===== config.mk =====
export PLATFORM = sky130hd
export DESIGN_NAME = lowest_free_unit_interval_allocator_core
export DESIGN_NICKNAME = d
export VERILOG_FILES = /design/src/hw/rtl/lfua_pkg.sv /design/src/hw/rtl/lfua_ram.sv /design/src/hw/rtl/lowest_free_unit_interval_allocator_core.sv
export SDC_FILE = /design/constraint.sdc
export NUM_CORES = 2
export LEC_CHECK = 0
export BUFFER_PORTS_ARGS = -buffer_cell sky130_fd_sc_hd__buf_2
export CAP_MARGIN = 10
export CORE_ASPECT_RATIO = 0.7
export CORE_MARGIN = 3
export CORE_UTILIZATION = 50
export DETAILED_ROUTE_END_ITERATION = 7
export PLACE_DENSITY = 0.7
export SETUP_SLACK_MARGIN = 0.4
export SYNTH_ARGS = -nofsm -noshare
export SYNTH_HDL_FRONTEND = slang
export SYNTH_SLANG_ARGS = --single-unit

===== constraint.sdc =====
create_clock -name aclk -period 4.31 [get_ports aclk]
set_input_delay 0.2155 -clock aclk [delete_from_list [all_inputs] [get_ports aclk]]
set_output_delay 0.2155 -clock aclk [all_outputs]
set_load 0.03 [all_outputs]

===== src/hw/rtl/lfua_pkg.sv =====
// Package for the lowest free unit interval allocator.
// Holds the control state encoding and the command codes shared by the RTL.
// No dependencies.
package lfua_pkg;

    // Command carried in the input tuser bit
    typedef enum logic {
        FUNC_ALLOC = 1'b0,
        FUNC_CLEAR = 1'b1
    } func_t;

    // Control sequencer states
    typedef enum logic [1:0] {
        ST_IDLE,
        ST_START,
        ST_SCAN,
        ST_OUT
    } state_t;

endpackage


===== src/hw/rtl/lfua_ram.sv =====
// Generic simple dual-port RAM: one write port, one read port, registered read.
// Single clock; no reset on the storage or the read register. No dependencies.
module lfua_ram #(
    parameter int WIDTH = 16,
    parameter int DEPTH = 64,
    localparam int ADDR_BITS = (DEPTH > 1) ? $clog2(DEPTH) : 1
) (
    input  logic                     aclk,
    input  logic                     wr_en,
    input  logic [ADDR_BITS-1:0]     wr_addr,
    input  logic [WIDTH-1:0]         wr_data,
    input  logic                     rd_en,
    input  logic [ADDR_BITS-1:0]     rd_addr,
    output logic [WIDTH-1:0]         rd_data
);

    logic [WIDTH-1:0] mem [DEPTH];
    logic [WIDTH-1:0] rd_data_reg;

    // Write on enable, registered read on enable
    always_ff @(posedge aclk) begin
        if (wr_en) begin
            mem[wr_addr] <= wr_data;
        end
        if (rd_en) begin
            rd_data_reg <= mem[rd_addr];
        end
    end

    assign rd_data = rd_data_reg;

endmodule


===== src/hw/rtl/lowest_free_unit_interval_allocator_core.sv =====
// Top level of the lowest free unit interval allocator.
// Uses lfua_pkg for state and command codes and two lfua_ram instances for
// the per-unit end times and use counts.
//
// Channel   Dir  Ports          Contents (lowest bit first)
// s_axis    in   tdata, tuser   tdata: start_time, end_time; tuser: func
// m_axis    out  tdata, tuser   tdata: unit_index, unit_uses, units_opened;
//                               tuser: table_full
//
// An allocate item goes through capture, start, the scan and output load. The
// scan reads one stored end time per cycle, compares each registered read, and
// stops at the first free unit. A clear item goes through capture, start and
// output load. One item is in work at a time; the next input transfer is taken
// while a finished result still waits on m_axis, and output load holds while
// m_axis is stalled.
// Reset (aresetn low, synchronous) closes all units; use counts of units
// opened later start from zero, so no clearing pass is run.
module lowest_free_unit_interval_allocator_core #(
    parameter int MAX_UNITS  = 64,
    parameter int TIME_BITS  = 20,
    parameter int COUNT_BITS = 16,
    localparam int IDX_BITS      = $clog2(MAX_UNITS + 1),
    localparam int IN_DATA_BITS  = ((2 * TIME_BITS + 7) / 8) * 8,
    localparam int OUT_RAW_BITS  = 2 * IDX_BITS + COUNT_BITS,
    localparam int OUT_DATA_BITS = ((OUT_RAW_BITS + 7) / 8) * 8
) (
    input  logic                     aclk,
    input  logic                     aresetn,
    // Input channel
    input  logic                     s_axis_tvalid,
    output logic                     s_axis_tready,
    input  logic [IN_DATA_BITS-1:0]  s_axis_tdata,   // start_time, end_time, zero pad
    input  logic                     s_axis_tuser,   // func
    // Result channel
    output logic                     m_axis_tvalid,
    input  logic                     m_axis_tready,
    output logic [OUT_DATA_BITS-1:0] m_axis_tdata,   // unit_index, unit_uses,
                                                     // units_opened, zero pad
    output logic                     m_axis_tuser    // table_full
);

    localparam int ADDR_BITS = (MAX_UNITS > 1) ? $clog2(MAX_UNITS) : 1;
    localparam logic [IDX_BITS-1:0]   FULL_COUNT = IDX_BITS'(MAX_UNITS);
    localparam logic [COUNT_BITS-1:0] COUNT_ONE  = COUNT_BITS'(1);

    // Control state
    lfua_pkg::state_t state_reg, state_next;
    logic [IDX_BITS-1:0]  opened_reg, opened_next;
    logic [IDX_BITS-1:0]  scan_idx_reg, scan_idx_next;
    logic                 cmp_valid_reg, cmp_valid_next;
    logic [ADDR_BITS-1:0] cmp_idx_reg, cmp_idx_next;
    logic                 m_tvalid_reg, m_tvalid_next;

    // Payload registers
    lfua_pkg::func_t      func_reg, func_next;
    logic [TIME_BITS-1:0] start_reg, start_next;
    logic [TIME_BITS-1:0] end_reg, end_next;
    logic [IDX_BITS-1:0]   res_index_reg, res_index_next;
    logic [COUNT_BITS-1:0] res_uses_reg, res_uses_next;
    logic [IDX_BITS-1:0]   res_opened_reg, res_opened_next;
    logic                  res_full_reg, res_full_next;
    logic [OUT_DATA_BITS-1:0] m_tdata_reg, m_tdata_next;
    logic                     m_tuser_reg, m_tuser_next;

    // RAM ports
    logic                  rd_en;
    logic [ADDR_BITS-1:0]  rd_addr;
    logic                  wr_en;
    logic [ADDR_BITS-1:0]  wr_addr;
    logic [COUNT_BITS-1:0] cnt_wr_data;
    logic [TIME_BITS-1:0]  end_rd_data;
    logic [COUNT_BITS-1:0] cnt_rd_data;

    logic                  hit;
    logic                  more;
    logic                  out_free;
    logic [COUNT_BITS-1:0] cnt_inc;

    // Per-unit end times
    lfua_ram #(
        .WIDTH (TIME_BITS),
        .DEPTH (MAX_UNITS)
    ) u_end_ram (
        .aclk    (aclk),
        .wr_en   (wr_en),
        .wr_addr (wr_addr),
        .wr_data (end_reg),
        .rd_en   (rd_en),
        .rd_addr (rd_addr),
        .rd_data (end_rd_data)
    );

    // Per-unit use counts, read alongside the end times
    lfua_ram #(
        .WIDTH (COUNT_BITS),
        .DEPTH (MAX_UNITS)
    ) u_cnt_ram (
        .aclk    (aclk),
        .wr_en   (wr_en),
        .wr_addr (wr_addr),
        .wr_data (cnt_wr_data),
        .rd_en   (rd_en),
        .rd_addr (rd_addr),
        .rd_data (cnt_rd_data)
    );

    // Compare the returned entry, check for entries left to read
    assign hit      = cmp_valid_reg && (end_rd_data <= start_reg);
    assign more     = scan_idx_reg < opened_reg;
    assign out_free = !m_tvalid_reg || m_axis_tready;
    assign cnt_inc  = (cnt_rd_data == {COUNT_BITS{1'b1}}) ? cnt_rd_data
                                                          : cnt_rd_data + COUNT_ONE;

    // Hold state registers
    always_ff @(posedge aclk) begin
        if (!aresetn) begin
            state_reg     <= lfua_pkg::ST_IDLE;
            opened_reg    <= '0;
            scan_idx_reg  <= '0;
            cmp_valid_reg <= 1'b0;
            m_tvalid_reg  <= 1'b0;
        end else begin
            state_reg     <= state_next;
            opened_reg    <= opened_next;
            scan_idx_reg  <= scan_idx_next;
            cmp_valid_reg <= cmp_valid_next;
            m_tvalid_reg  <= m_tvalid_next;
        end
    end

    // Hold payload registers
    always_ff @(posedge aclk) begin
        cmp_idx_reg    <= cmp_idx_next;
        func_reg       <= func_next;
        start_reg      <= start_next;
        end_reg        <= end_next;
        res_index_reg  <= res_index_next;
        res_uses_reg   <= res_uses_next;
        res_opened_reg <= res_opened_next;
        res_full_reg   <= res_full_next;
        m_tdata_reg    <= m_tdata_next;
        m_tuser_reg    <= m_tuser_next;
    end

    // Sequence capture, scan, update and output load
    always_comb begin
        state_next      = state_reg;
        opened_next     = opened_reg;
        scan_idx_next   = scan_idx_reg;
        cmp_valid_next  = cmp_valid_reg;
        cmp_idx_next    = cmp_idx_reg;
        func_next       = func_reg;
        start_next      = start_reg;
        end_next        = end_reg;
        res_index_next  = res_index_reg;
        res_uses_next   = res_uses_reg;
        res_opened_next = res_opened_reg;
        res_full_next   = res_full_reg;
        m_tdata_next    = m_tdata_reg;
        m_tuser_next    = m_tuser_reg;
        m_tvalid_next   = m_tvalid_reg && !m_axis_tready;
        s_axis_tready   = 1'b0;
        rd_en           = 1'b0;
        rd_addr         = scan_idx_reg[ADDR_BITS-1:0];
        wr_en           = 1'b0;
        wr_addr         = cmp_idx_reg;
        cnt_wr_data     = cnt_inc;

        unique case (state_reg)
            lfua_pkg::ST_IDLE: begin
                // Take the next transfer, even with a result still waiting
                s_axis_tready = 1'b1;
                if (s_axis_tvalid) begin
                    func_next  = lfua_pkg::func_t'(s_axis_tuser);
                    start_next = s_axis_tdata[TIME_BITS-1:0];
                    end_next   = s_axis_tdata[2*TIME_BITS-1:TIME_BITS];
                    state_next = lfua_pkg::ST_START;
                end
            end

            lfua_pkg::ST_START: begin
                if (func_reg == lfua_pkg::FUNC_CLEAR) begin
                    // Close all units; counts of reopened units restart at zero
                    opened_next     = '0;
                    res_index_next  = '0;
                    res_uses_next   = '0;
                    res_opened_next = '0;
                    res_full_next   = 1'b0;
                    state_next      = lfua_pkg::ST_OUT;
                end else begin
                    scan_idx_next  = '0;
                    cmp_valid_next = 1'b0;
                    state_next     = lfua_pkg::ST_SCAN;
                end
            end

            lfua_pkg::ST_SCAN: begin
                if (hit) begin
                    // Reuse the lowest free unit: store end, bump count
                    wr_en           = 1'b1;
                    wr_addr         = cmp_idx_reg;
                    cnt_wr_data     = cnt_inc;
                    res_index_next  = IDX_BITS'(cmp_idx_reg) + IDX_BITS'(1);
                    res_uses_next   = cnt_inc;
                    res_opened_next = opened_reg;
                    res_full_next   = 1'b0;
                    state_next      = lfua_pkg::ST_OUT;
                end else if (more) begin
                    // Issue the read of the next opened unit
                    rd_en          = 1'b1;
                    rd_addr        = scan_idx_reg[ADDR_BITS-1:0];
                    cmp_valid_next = 1'b1;
                    cmp_idx_next   = scan_idx_reg[ADDR_BITS-1:0];
                    scan_idx_next  = scan_idx_reg + IDX_BITS'(1);
                end else if (opened_reg == FULL_COUNT) begin
                    // No free unit and none left to open
                    res_index_next  = '0;
                    res_uses_next   = '0;
                    res_opened_next = opened_reg;
                    res_full_next   = 1'b1;
                    state_next      = lfua_pkg::ST_OUT;
                end else begin
                    // Open the next unit with a first use
                    wr_en           = 1'b1;
                    wr_addr         = opened_reg[ADDR_BITS-1:0];
                    cnt_wr_data     = COUNT_ONE;
                    opened_next     = opened_reg + IDX_BITS'(1);
                    res_index_next  = opened_reg + IDX_BITS'(1);
                    res_uses_next   = COUNT_ONE;
                    res_opened_next = opened_reg + IDX_BITS'(1);
                    res_full_next   = 1'b0;
                    state_next      = lfua_pkg::ST_OUT;
                end
            end

            lfua_pkg::ST_OUT: begin
                // Load the output register once it is free
                if (out_free) begin
                    m_tvalid_next = 1'b1;
                    m_tdata_next  = OUT_DATA_BITS'({res_opened_reg, res_uses_reg,
                                                    res_index_reg});
                    m_tuser_next  = res_full_reg;
                    state_next    = lfua_pkg::ST_IDLE;
                end
            end

            default: begin
                state_next = lfua_pkg::ST_IDLE;
            end
        endcase
    end

    assign m_axis_tvalid = m_tvalid_reg;
    assign m_axis_tdata  = m_tdata_reg;
    assign m_axis_tuser  = m_tuser_reg;

endmodule


# Word level (Yosys, flattened, before mapping)
# Memories as Yosys holds them, arrays and structs flattened. A register that Yosys moved wholly into a read port is not among the register bits.
# Cells that the tools add are included.
# op_classes
n_addsub	4
muxes	56
eq_ne	13
n_bitwise	1
reduce_logical	14
magnitude_cmp	2
# op_table
op	n
16-bit two-way mux	8
7-bit two-way mux	11
7-bit case mux with 2 select lines	4
16-bit case mux with 2 select lines	1
6-bit two-way mux	4
1-bit two-way mux	21
20-bit less-or-equal comparator	1
16-bit by 1-bit adder with 16-bit output, second input constant	1
16-bit equality test, second input constant	1
7-bit by 1-bit adder with 7-bit output, second input constant	2
2-bit inequality test, second input constant	7
3-bit AND reduction	3
2-bit two-way mux	4
2-bit case mux with 4 select lines	1
4-bit AND reduction	2
6-bit by 1-bit adder with 7-bit output, second input constant	1
7-bit equality test, second input constant	1
7-bit less-than comparator	1
2-bit equality test, second input constant	2
1-bit case mux with 2 select lines	2
2-bit AND reduction	2
3-bit inequality test, second input constant	1
2-bit by 1-bit equality test with 1-bit output, second input constant	1
1-bit logical AND	2
5 further kinds	6
# word_totals
output_inout_bits	35
ram_bits	2304
mem_count	2
elab_cells	107
ff_bits	127
# mem_list
memory	words	word_bits	rd	rd_ports_with_merged_regs	write_ports	line_no	text
u_end_ram.mem	64	20	1	1	1	lfua_ram.sv:17	logic [WIDTH-1:0] mem [DEPTH];
u_cnt_ram.mem	64	16	1	1	1	lfua_ram.sv:17	

# Depth between registers and ports, before layout
# depth
ltp_word	7
mapped_depth	12

# By module
# From an unflattened synthesis, not the netlist that was laid out.
# hier_totals
cells_unflattened	4560
hier_area_um2	95840.7
# modules_own_cells
module	area_each_um2	cells_each	n_inst
lfua_ram at u_end_ram	49695.2	2243	1
lfua_ram at u_cnt_ram	40202.3	1829	1
lowest_free_unit_interval_allocator_core	5943.2	488	1

# Least setup slack after synthesis
# OpenSTA, ideal clock, no wires.
# synth_path
path_type	register to register
start	register opened_reg[5]
end	memory u_cnt_ram.mem[124][0] (netlist: u_cnt_ram.mem[62][0]), enable pin
path_buffers	3
stages_incl_launch_ff	13
period_less_slack_ns	4.453
path_slack_ns	-0.143
arrival_time_ns	4.023
setup_ns	0.429
path_cell_list	dfxtp_1 > clkbuf_1 > inv_1 > ha_1 > nand4_1 > and3_1 > o21ai_1 > and3_1 > clkbuf_1 > nand3_2 > o32a_1 > buf_2 > nor2_1
# synth_between
elab_chain_len	7
word_cells_on_any_way	12
# synth_rtl
element	line_no	text
start, declared	lowest_free_unit_interval_allocator_core.sv:48	logic [IDX_BITS-1:0] opened_reg, opened_next;
start signal, assigned	lowest_free_unit_interval_allocator_core.sv:124	opened_reg <= opened_next;
branches (longest 7 deep; another with 7-bit less-than comparator)	n/a	
end, declared	lfua_ram.sv:17	
# Several ways; the timed one is not identified.

# Final worst setup path
# layout_path
start	register u_end_ram.rd_data_reg[17] (netlist: u_end_ram.rd_data[17]) (read register of u_end_ram.mem)
end	register res_opened_reg[2], data pin
# layout_between
elab_chain_len	4
# layout_rtl
element	line_no	text
start, declared	lfua_ram.sv:18	logic [WIDTH-1:0] rd_data_reg;
20-bit less-or-equal comparator	lowest_free_unit_interval_allocator_core.sv:108	assign hit = cmp_valid_reg && (end_rd_data <= start_reg);
1-bit logical AND	lowest_free_unit_interval_allocator_core.sv:108	
7-bit two-way mux	lowest_free_unit_interval_allocator_core.sv:198	if (hit) begin
7-bit case mux with 2 select lines	lowest_free_unit_interval_allocator_core.sv:169	unique case (state_reg)
end signal, assigned	lowest_free_unit_interval_allocator_core.sv:139	res_opened_reg <= res_opened_next;
end, declared	lowest_free_unit_interval_allocator_core.sv:60	logic [IDX_BITS-1:0] res_opened_reg, res_opened_next;
# No other way between the ends.
# A chain may end at the register's enable or synchronous reset.

==> results.cfg <==
[outcome]
outcome = complete, no violations

[worst_setup_path]
crit_path_start = u_end_ram.rd_data[17]
path_buf_inv = 2
path_delay_family = simple AND/OR/NAND/NOR gates
path_common_cell = buf_4
critPathRequiredTime_ns = 5.02
max_stage_delay_ns = 0.63
r2r_start = u_end_ram.rd_data[17]
worst-r2r-cell-count = 10
cp_cell_sequence = ha_1 > nand4_1 > nor4_2 > o21ai_0 > and3_2 > nor2_2 > buf_4 > nand3_1 > o31ai_1 > buf_4
crit_path_end_kind = register
endpoint = res_opened_reg[2]
r2r_slack_ns = 0.50
critPathArrivalTime_ns = 4.52
crit_path_start_kind = register
worstSetupPathType = reg -> reg
cp_num_cells = 10
cp_max_fo = 23
cpMaxStageDelayCell = o31ai_1
reg2reg_to = res_opened_reg[2]

[sta]
clock_skew_ns = 0.03764
slew_headroom_pct = 10.56
fmax_ghz = 0.2627
drv_slew = 0
final_hold_viol_count = 0
finalCritPeriodShare_pct = 88.31
tns_ns = 0
rsz0062_at_grt = yes
worst_pin_slew_ns = 1.304
fin_crit_ns = 3.806
setup_violations = 0

[cells_and_area]
largest-register = u_end_ram.mem
largest_reg_flops = 1280
instances_no_fill = 7047
drive_above_1_share_pct = 33.00
nets = 4455
fillers = 13130
area_growth_pct = 14.05

[clocking]
numCtsBuffers = 218
cts_max_path_buffers = 4
clk_pin_slew_ns = 0.07
cts-root-buf = clkbuf_16
worst_skew_pair.late_latency_ns = 0.85
clkSinkCount = 2467
cts_max_level = 4
tritoncts = yes

[pwr]
p_leak_nw = 32.72
irDropWorstVdd_mv = 0.3846
powerDensity_mw_per_mm2 = 473.7

[global_routing]
grt_max_degree = 109
grt_overflow = 0
grt_pass1_wl_mm = 348.9
grt_antenna_before_repair = 27
grt_pass1_vias = 43830
track_usage_pct = 25.46

[synth]
netlist_area_mm2 = 0.09486
yosys-top-cells-area = edfxtp_1 (78%), mux4_2 (17%), nor2_1 (0.48%)
synth_edf_count = 2449
syn_inst = 3989
yosysSeqAreaShare_pct = 77.90
synth_top_area_share_pct = 77.52
synth_cell_types = 57
synth_top_area_cell = edfxtp_1
async_flop_share_pct = 0
synth.avg_cell_area_um2 = 23.78
ys_warn_count = 0
ys_ff_latch = 2467
ys.flop_type = edfxtp_1

[drt]
route.vias.total = 45970
dr.pass1.iters = 7
drt_wl_total_mm = 247.7
wl_per_cell_um = 35.15
post-route-drc-count = 0
via_per_inst = 6.524
drt_iter0_drc = 7631
drtAntennaViolNets = 0

[placed_design]
dp_hpwl_mm = 153.6
gp_congestion = 0.9909
io_buffers = 77
dp_cells = 6587

[floorplanning]
rows = 133
die_w_um = 526.6
start_util_pct = 50.40
ios = 80
dieArea_mm2 = 0.1951
core_mm2 = 0.1882
die_height_um = 370.4

[hold_path]
hold_class = in -> reg

[job]
cap_violations = 0
==> cell type report <==
class	instances	area (um2)	area share, %
diodes	2	5.005	0.004626
clock inverters	139	1232	1.139
well taps	2497	3124	2.888
clock buffers	255	5658	5.229
inverters	43	166.4	0.1538
flip-flops and latches	2467	73920	68.32
repair buffers	368	3367	3.112
multi-input cells	1276	20720	19.15
==> cell families (layout without fill, tap and decap cells) <==
kind of cell,after synthesis,in the layout,synth area share (%)
AOI/OAI and AO/OA,124,124,0.8956
muxes,767,767,17.81
adders and majority gates,36,36,0.4748
buffers and inverters,252,805,1.129
other,1,4,0.003953
and+or+nand+nor,322,327,1.600
xor gates and xnor gates,20,20,0.1847
DFF,2467,2467,77.90
==> worst min path at each step <==
stage          cells after the start  slack, ns     endpoint        startpoint
2_1_floorplan                      0       0.31   end_reg[0]  s_axis_tdata[20]
5_1_grt                            2       0.05  end_reg[14]  s_axis_tdata[34]
3_5_place_dp                       1       0.39   end_reg[9]  s_axis_tdata[29]
4_1_cts                            2       0.02   end_reg[9]  s_axis_tdata[29]
6_report                           2       0.08   end_reg[9]  s_axis_tdata[29]
3_3_place_gp                       1       0.39  end_reg[14]  s_axis_tdata[34]
==> where the power goes <==
part           total, W  switching (W)  leakage (nW)  internal [W]
logic           0.00388        0.00315          7.11      0.000727
clock network    0.0191        0.00851          3.39        0.0106
registers        0.0282       0.000147          22.2        0.0281
==> layer usage <==
layer  up-vias  global-route usage (%)  wire length (um)
met5         -                       0                65
met1     24610                   39.03             97370
met2      3097                   37.45            112300
met4        12                   5.534              5959
met3       358                   6.420             31990
li1      17900                       -                 -
==> timing repair <==
item                                   in CTS  in global routing
gates cloned                                4                  1
hold buffers                               45                  0
setup endpoints to repair                 979               3017
pin swaps                                   9                  6
endpoints found under the hold margin      56                  0
gates resized for setup                    14                 34
setup buffers                               1                 11
==> metrics by stage <==
stage | cell area, um2 | total power, W | setup WS, ns | hold slack (ns) | utilization [%]
3_5_place_dp | 100400 | 0.03248 | 0.2271 | 0.3936 | 53.35
4_1_cts | 107900 | 0.05145 | 0.2381 | 0.02101 | 57.31
2_1_floorplan | 94870 | 0.03029 | -0.1428 | 0.3144 | -
6_report | 108200 | 0.05125 | 0.5040 | 0.08005 | 57.49
5_1_grt | 108200 | 0.05266 | 0.3452 | 0.05321 | 57.48
3_3_place_gp | 100400 | 0.03236 | 0.2470 | 0.3925 | 53.32
==> worst reg2reg max path, cell delays in order, from the launching register on <==
cell,delay (ns)
edfxtp_1,0.38
ha_1,0.32
nand4_1,0.17
nor4_2,0.43
o21ai_0,0.24
and3_2,0.29
nor2_2,0.21
buf_4,0.37
nand3_1,0.38
o31ai_1,0.63
buf_4,0.26
==> layout by cell type (no fill, tap or decap), types with 17 or more instances in the layout <==
| cell | count |
|---|---|
| clkbuf_1 | 34 |
| nor2_1 | 39 |
| a31oi_1 | 20 |
| ha_1 | 35 |
| buf_12 | 48 |
| buf_2 | 77 |
| mux4_2 | 736 |
| clkbuf_16 | 221 |
| bufinv_16 | 21 |
| a21oi_1 | 18 |
| dlygate4sd3_1 | 45 |
| clkinv_2 | 49 |
| and3_1 | 25 |
| a211oi_1 | 17 |
| nor2_4 | 82 |
| clkinv_1 | 55 |
| buf_4 | 183 |
| inv_1 | 41 |
| edfxtp_1 | 2449 |
| nand3_1 | 21 |
| nand2_1 | 68 |
==> synthesized netlist by cell type, types with 3 or more instances <==
library cell  instances
nor4_1               10
nor3b_1               5
clkbuf_1            108
nor2b_1              17
nand3_1              22
and3_1               27
a32o_1                4
o31ai_1               3
ha_1                 36
a211oi_1             17
buf_1                18
nor3_1               16
and3b_1               3
xnor2_1               9
mux2_2                7
a21oi_1              20
o21ai_0              17
nand2b_1              7
xor2_1               11
inv_1                42
mux2i_1              24
dfxtp_1              18
nand4_1              15
nor2_1              121
nand2_1              69
o211ai_1              3
a31oi_1              20
mux4_2              736
edfxtp_1           2449
o22ai_1               8
buf_2                76
buf_4                 6
a32oi_1              13
Note: power is estimated with default switching activity, not from simulation.
